File: config.mk
export PLATFORM = sky130hd
export DESIGN_NAME = bat_merge
export DESIGN_NICKNAME = d
export VERILOG_FILES = /design/src/rtl/bat_pkg.sv /design/src/rtl/bat_merge.sv
export SDC_FILE = /design/constraint.sdc
export NUM_CORES = 1
export LEC_CHECK = 0
export ABC_AREA = 1
export BUFFER_PORTS_ARGS = -buffer_cell sky130_fd_sc_hd__buf_2
export CORE_MARGIN = 8
export CORE_UTILIZATION = 43
export CTS_CLUSTER_DIAMETER = 40
export CTS_CLUSTER_SIZE = 8
export DETAILED_ROUTE_END_ITERATION = 7
export GPL_TIMING_DRIVEN = 0
export PLACE_DENSITY = 0.9
export SYNTH_ARGS = -nofsm -noshare
export SYNTH_HDL_FRONTEND = slang
export SYNTH_SLANG_ARGS = --single-unit
export TNS_END_PERCENT = 100
File: constraint.sdc
create_clock -name i_clk -period 1.7 [get_ports i_clk]
set_clock_uncertainty 0.05 [all_clocks]
set_input_delay 0.51 -clock i_clk [delete_from_list [all_inputs] [get_ports i_clk]]
set_output_delay 0.51 -clock i_clk [all_outputs]
set_load 0.005 [all_outputs]
File: src/rtl/bat_pkg.sv
// shared types, constants and saturation helper for the backstepping attitude torque block
// no dependencies; used by bat_lane, bat_merge and backstepping_attitude_torque
`timescale 1ns / 1ps

package bat_pkg;

    // pipeline depth: axis lane stages plus the merge/output register
    localparam int LANE_STAGES = 12;
    localparam int NSTAGE      = LANE_STAGES + 1;

    // configuration port
    localparam int ADDR_W = 5;
    localparam int DATA_W = 32;

    localparam logic [2:0] REG_INERTIA_ROLL  = 3'd0;
    localparam logic [2:0] REG_INERTIA_PITCH = 3'd1;
    localparam logic [2:0] REG_INERTIA_YAW   = 3'd2;
    localparam logic [2:0] REG_GAIN_VELOCITY = 3'd3;
    localparam logic [2:0] REG_GAIN_ATTITUDE = 3'd4;
    localparam logic [2:0] REG_OUTPUT_SCALE  = 3'd5;

    localparam logic [27:0] INERTIA_RST = 28'd167772;
    localparam logic [23:0] GAIN_RST    = 24'd0;
    localparam logic [23:0] SCALE_RST   = 24'd65536;

    // intermediate saturation bound +-2^62
    localparam logic signed [67:0] SAT_LIM_P = 68'sh0_4000_0000_0000_0000;
    localparam logic signed [67:0] SAT_LIM_N = -SAT_LIM_P;

    typedef struct packed {
        logic [NSTAGE-1:0] en;
    } t_pipe_ctl;

    typedef struct packed {
        logic [23:0] kv;
        logic [23:0] ka;
        logic [23:0] scale;
    } t_gain_cfg;

    typedef struct packed {
        logic [27:0] inertia;
        logic [27:0] inertia_a;
        logic [27:0] inertia_b;
    } t_axis_cfg;

    function automatic logic signed [63:0] clamp62(input logic signed [67:0] x);
        logic signed [63:0] y;
        if (x > SAT_LIM_P) begin
            y = 64'(SAT_LIM_P);
        end else if (x < SAT_LIM_N) begin
            y = 64'(SAT_LIM_N);
        end else begin
            y = 64'(x);
        end
        return y;
    endfunction

endpackage

File: src/rtl/bat_merge.sv
// merge stage: saturates the three lane torques to 32 bits and registers the result beat
// depends on bat_pkg
`timescale 1ns / 1ps

module bat_merge (
    input  logic                  i_clk,
    input  bat_pkg::t_pipe_ctl    i_ctl,
    input  logic signed [47:0]    i_torque_roll,
    input  logic signed [47:0]    i_torque_pitch,
    input  logic signed [47:0]    i_torque_yaw,
    input  logic signed [15:0]    i_thrust,
    output logic signed [31:0]    o_torque_roll,
    output logic signed [31:0]    o_torque_pitch,
    output logic signed [31:0]    o_torque_yaw,
    output logic signed [15:0]    o_thrust_out
);

    localparam logic signed [47:0] MAX32 = 48'sd2147483647;
    localparam logic signed [47:0] MIN32 = -48'sd2147483648;

    function automatic logic signed [31:0] sat32(input logic signed [47:0] x);
        logic signed [31:0] y;
        if (x > MAX32) begin
            y = 32'(MAX32);
        end else if (x < MIN32) begin
            y = 32'(MIN32);
        end else begin
            y = 32'(x);
        end
        return y;
    endfunction

    logic signed [31:0] r_roll, r_pitch, r_yaw;
    logic signed [15:0] r_thrust;

    always_ff @(posedge i_clk) begin
        if (i_ctl.en[bat_pkg::LANE_STAGES]) begin
            r_roll   <= sat32(i_torque_roll);
            r_pitch  <= sat32(i_torque_pitch);
            r_yaw    <= sat32(i_torque_yaw);
            r_thrust <= i_thrust;
        end
    end

    assign o_torque_roll  = r_roll;
    assign o_torque_pitch = r_pitch;
    assign o_torque_yaw   = r_yaw;
    assign o_thrust_out   = r_thrust;

endmodule

==> impl_metrics.toml <==
[outcome]
status = "finished, final reports clean"

[synth]
synthAdderAreaFrac_pct = 0
syn_avg_cell_area_um2 = 11.1
synthesis.instances = 415
top_post_synthesis_cells_by_area = "edfxtp_1 73%, nand2_1 18%, nor2_1 3.4%"
dominant_combinational_cell_family_by_area_after_synthesis = "simple AND/OR/NAND/NOR gates"
synth.area.mux_share_pct = 0
synth_warnings = 0
synth_largest_type_area_fraction_pct = 72.9
synth.most_common_cell = "nand2_1"
count_of_state_elements_after_synthesis = 112
synth-xor-area-share_pct = 0
synth_top_flop_cell = "edfxtp_1"
synth_edf_count = 112
cell_accounting_for_the_most_synthesized_area = "edfxtp_1"
ys_async_sr_fraction_pct = 0
synth_compound_area_share_pct = 0.570
post_synth_and_or_nand_nor_area_fraction_pct = 23.3
yosys-top-cells-count = "220 x nand2_1, 112 x edfxtp_1, 42 x nor2_1"
sequential_share_of_the_synthesized_area_pct = 72.9
synth_unique_cells = 11
combined_area_of_all_synthesized_cells_um2 = 4610
syn-num-nets = 589

[placement]
hpwl_um = 10700
post_place_instance_area_um2 = 6180
dpl.cell_count = 829
place.port_buffers = 273
globalplace.congestion = 0.818

[route]
drt_pre_antenna_iters = 4
vias = 3832
routed_wire_length_per_instance_um = 15.6
drtIter0Drc = 296
route.detailed.vias_per_inst = 4.53
residual_drc = 0
wire_length_reported_by_the_detailed_router_um = 13100
antenna_left = 0

[power_and_ir_drop]
power_density_cells_nw_per_um2 = 890
power_leakage_nw = 3.02
power_frac_comb_pct = 14.1
power.clock.fraction_pct = 26.7
power.sequential.fraction_pct = 59.2
irDropWorstVdd_v = 0.000407
p_switching_mw = 1.42
internal_power_mw = 4.24
switching_share_pct = 25.1

[critical_path]
critical_path_buf_inv_count = 1
critPathMaxFanout = 1
worst-endpoint-arrival_ns = 0.93
critical-path-top-delay-family = "flip-flops"
critical_path_class = "reg -> out"
timing.critical_path.slowest_cell_delay_ns = 0.41
setup.worst_path.end_class = "primary output"
timing.critical_path.cells = "buf_2"
crit_required_ns = 1.14
cpMaxStageDelayCell = "edfxtp_1"
cp-start-kind = "register"

[floorplan]
coreArea_um2 = 10700
fp.dieArea_um2 = 14300
std_cell_rows = 38
effective_utilization_at_floorplan_pct = 43.3
chipHeight_um = 120
boundaryPins = 286
die_w_um = 120

[timing]
timing_hold_violations_final = 0
worstMarginPinSlew_ns = 0.638
max_freq_mhz = 672
setup_repair_after_global_routing_missed_its_margin = "no"
count_of_endpoints_failing_setup_in_the_final_report = 0
period_needed_ns = 1.49
max_slew_margin_pct = 57.5
finalCritPeriodShare_pct = 87.5
final_count_of_pins_violating_max_slew = 0
finalHoldWorstSlack_ns = 0.258

[layout]
layout.nets = 874
design_area_um2 = 6370
final_layout_size_suffix_gt1_share_pct = 45.7
post-route-util_pct = 59.8
insertedDiodeCount = 0
instances_no_fill = 845
area_delta_synth_final_pct = 38.1

[global_route]
antenna_found_initial = 1
grt_max_degree = 66
grt_usage_pct = 17.9
wire_length_of_the_first_global_routing_pass_um = 20200
number_of_global_route_vias_before_repair = 3901
grt-ovfl-total = 0

[job]
cap_viol_max_count = 0

[clocking]
clock_transition_at_the_register_clock_pins_on_the_worst_setup_and_hold_paths_after_cts_ns = 0.11
max-clock-path-buffers = 2
clock_tree_from_tritoncts = "built"
cts_resized = 0
clock_sinks = 112
cts-root-buf = "clkbuf_8"
numCtsBuffers = 9
htree_num_levels = 3
postCtsHoldBufs = 0
postCtsSetupRepairBufs = 0

[worst_hold_path]
worst_hold_path_type = "in -> reg"
[cells in the final DEF (no fill, tap or decap), types with 2 or more instances in the layout]
| cell | count |
|---|---|
| buf_2 | 281 |
| nand2_1 | 220 |
| edfxtp_1 | 112 |
| nor2_1 | 42 |
| nand2_2 | 11 |
| clkbuf_8 | 9 |
| buf_4 | 7 |
| o21ai_2 | 3 |
| nand3b_1 | 3 |
| inv_1 | 3 |
| buf_6 | 3 |
| clkbuf_1 | 3 |
| inv_6 | 3 |
| inv_8 | 2 |
[metrics by stage]
stage	setup slack, ns	TNS (ns)	power (mW)
4_1_cts	0.180	0	5.72
6_report	0.213	0	5.66
3_3_place_gp	-1.06	-118.42	4.18
3_5_place_dp	-0.125	-8.99	4.23
2_1_floorplan	0.258	0	3.66
5_1_grt	0.149	0	5.92
[sequential cells by signal (all words and copies together), names as in the netlist]
register        cells
o_thrust_out       16
o_torque_pitch     32
o_torque_roll      32
o_torque_yaw       32
[routing by layer]
metal	vias to the layer above	part of all wire, %	track usage [%]	wire, um
met2	164	54	33.1	7040
met5	-	0.076	0	10
li1	1919	-	-	-
met3	16	10	7.19	1310
met1	1731	35	17.9	4580
met4	2	1.5	5.93	203
[area by class of cell]
type	count	area (um^2)
fill	924	4280
sequential	112	3360
timing repair buffer	274	1400
multi-input combinational	279	1100
tap	140	175
buffer	21	135
clock buffer	9	124
clock inverter	7	61.3
inverter	3	11.3
[power by group through the flow]
| stage | Combinational, mW | Clock, mW | Sequential (mW) |
|---|---|---|---|
| after floorplan | 0.207 | 0 | 3.46 |
| after global placement | 0.772 | 0 | 3.41 |
| after detailed placement | 0.810 | 0 | 3.42 |
| after CTS | 0.811 | 1.55 | 3.36 |
| after global routing | 0.884 | 1.66 | 3.38 |
| final | 0.798 | 1.51 | 3.35 |
[logic make-up (layout without fill, tap and decap cells)]
group / after synthesis / after routing
and+or+nand+nor: 276 / 276
DFF: 112 / 112
buffers and inverters: 24 / 314
AOI/OAI and AO/OA: 3 / 3
[final timing paths]
check,from,cells after the start,slack [ns],endpoint
max,o_thrust_out[1]$_DFFE_PP_,1,0.21,o_thrust_out[1]
min,i_thrust[11],1,0.26,o_thrust_out[11]$_DFFE_PP_
Note: power is estimated with default switching activity, not from simulation.
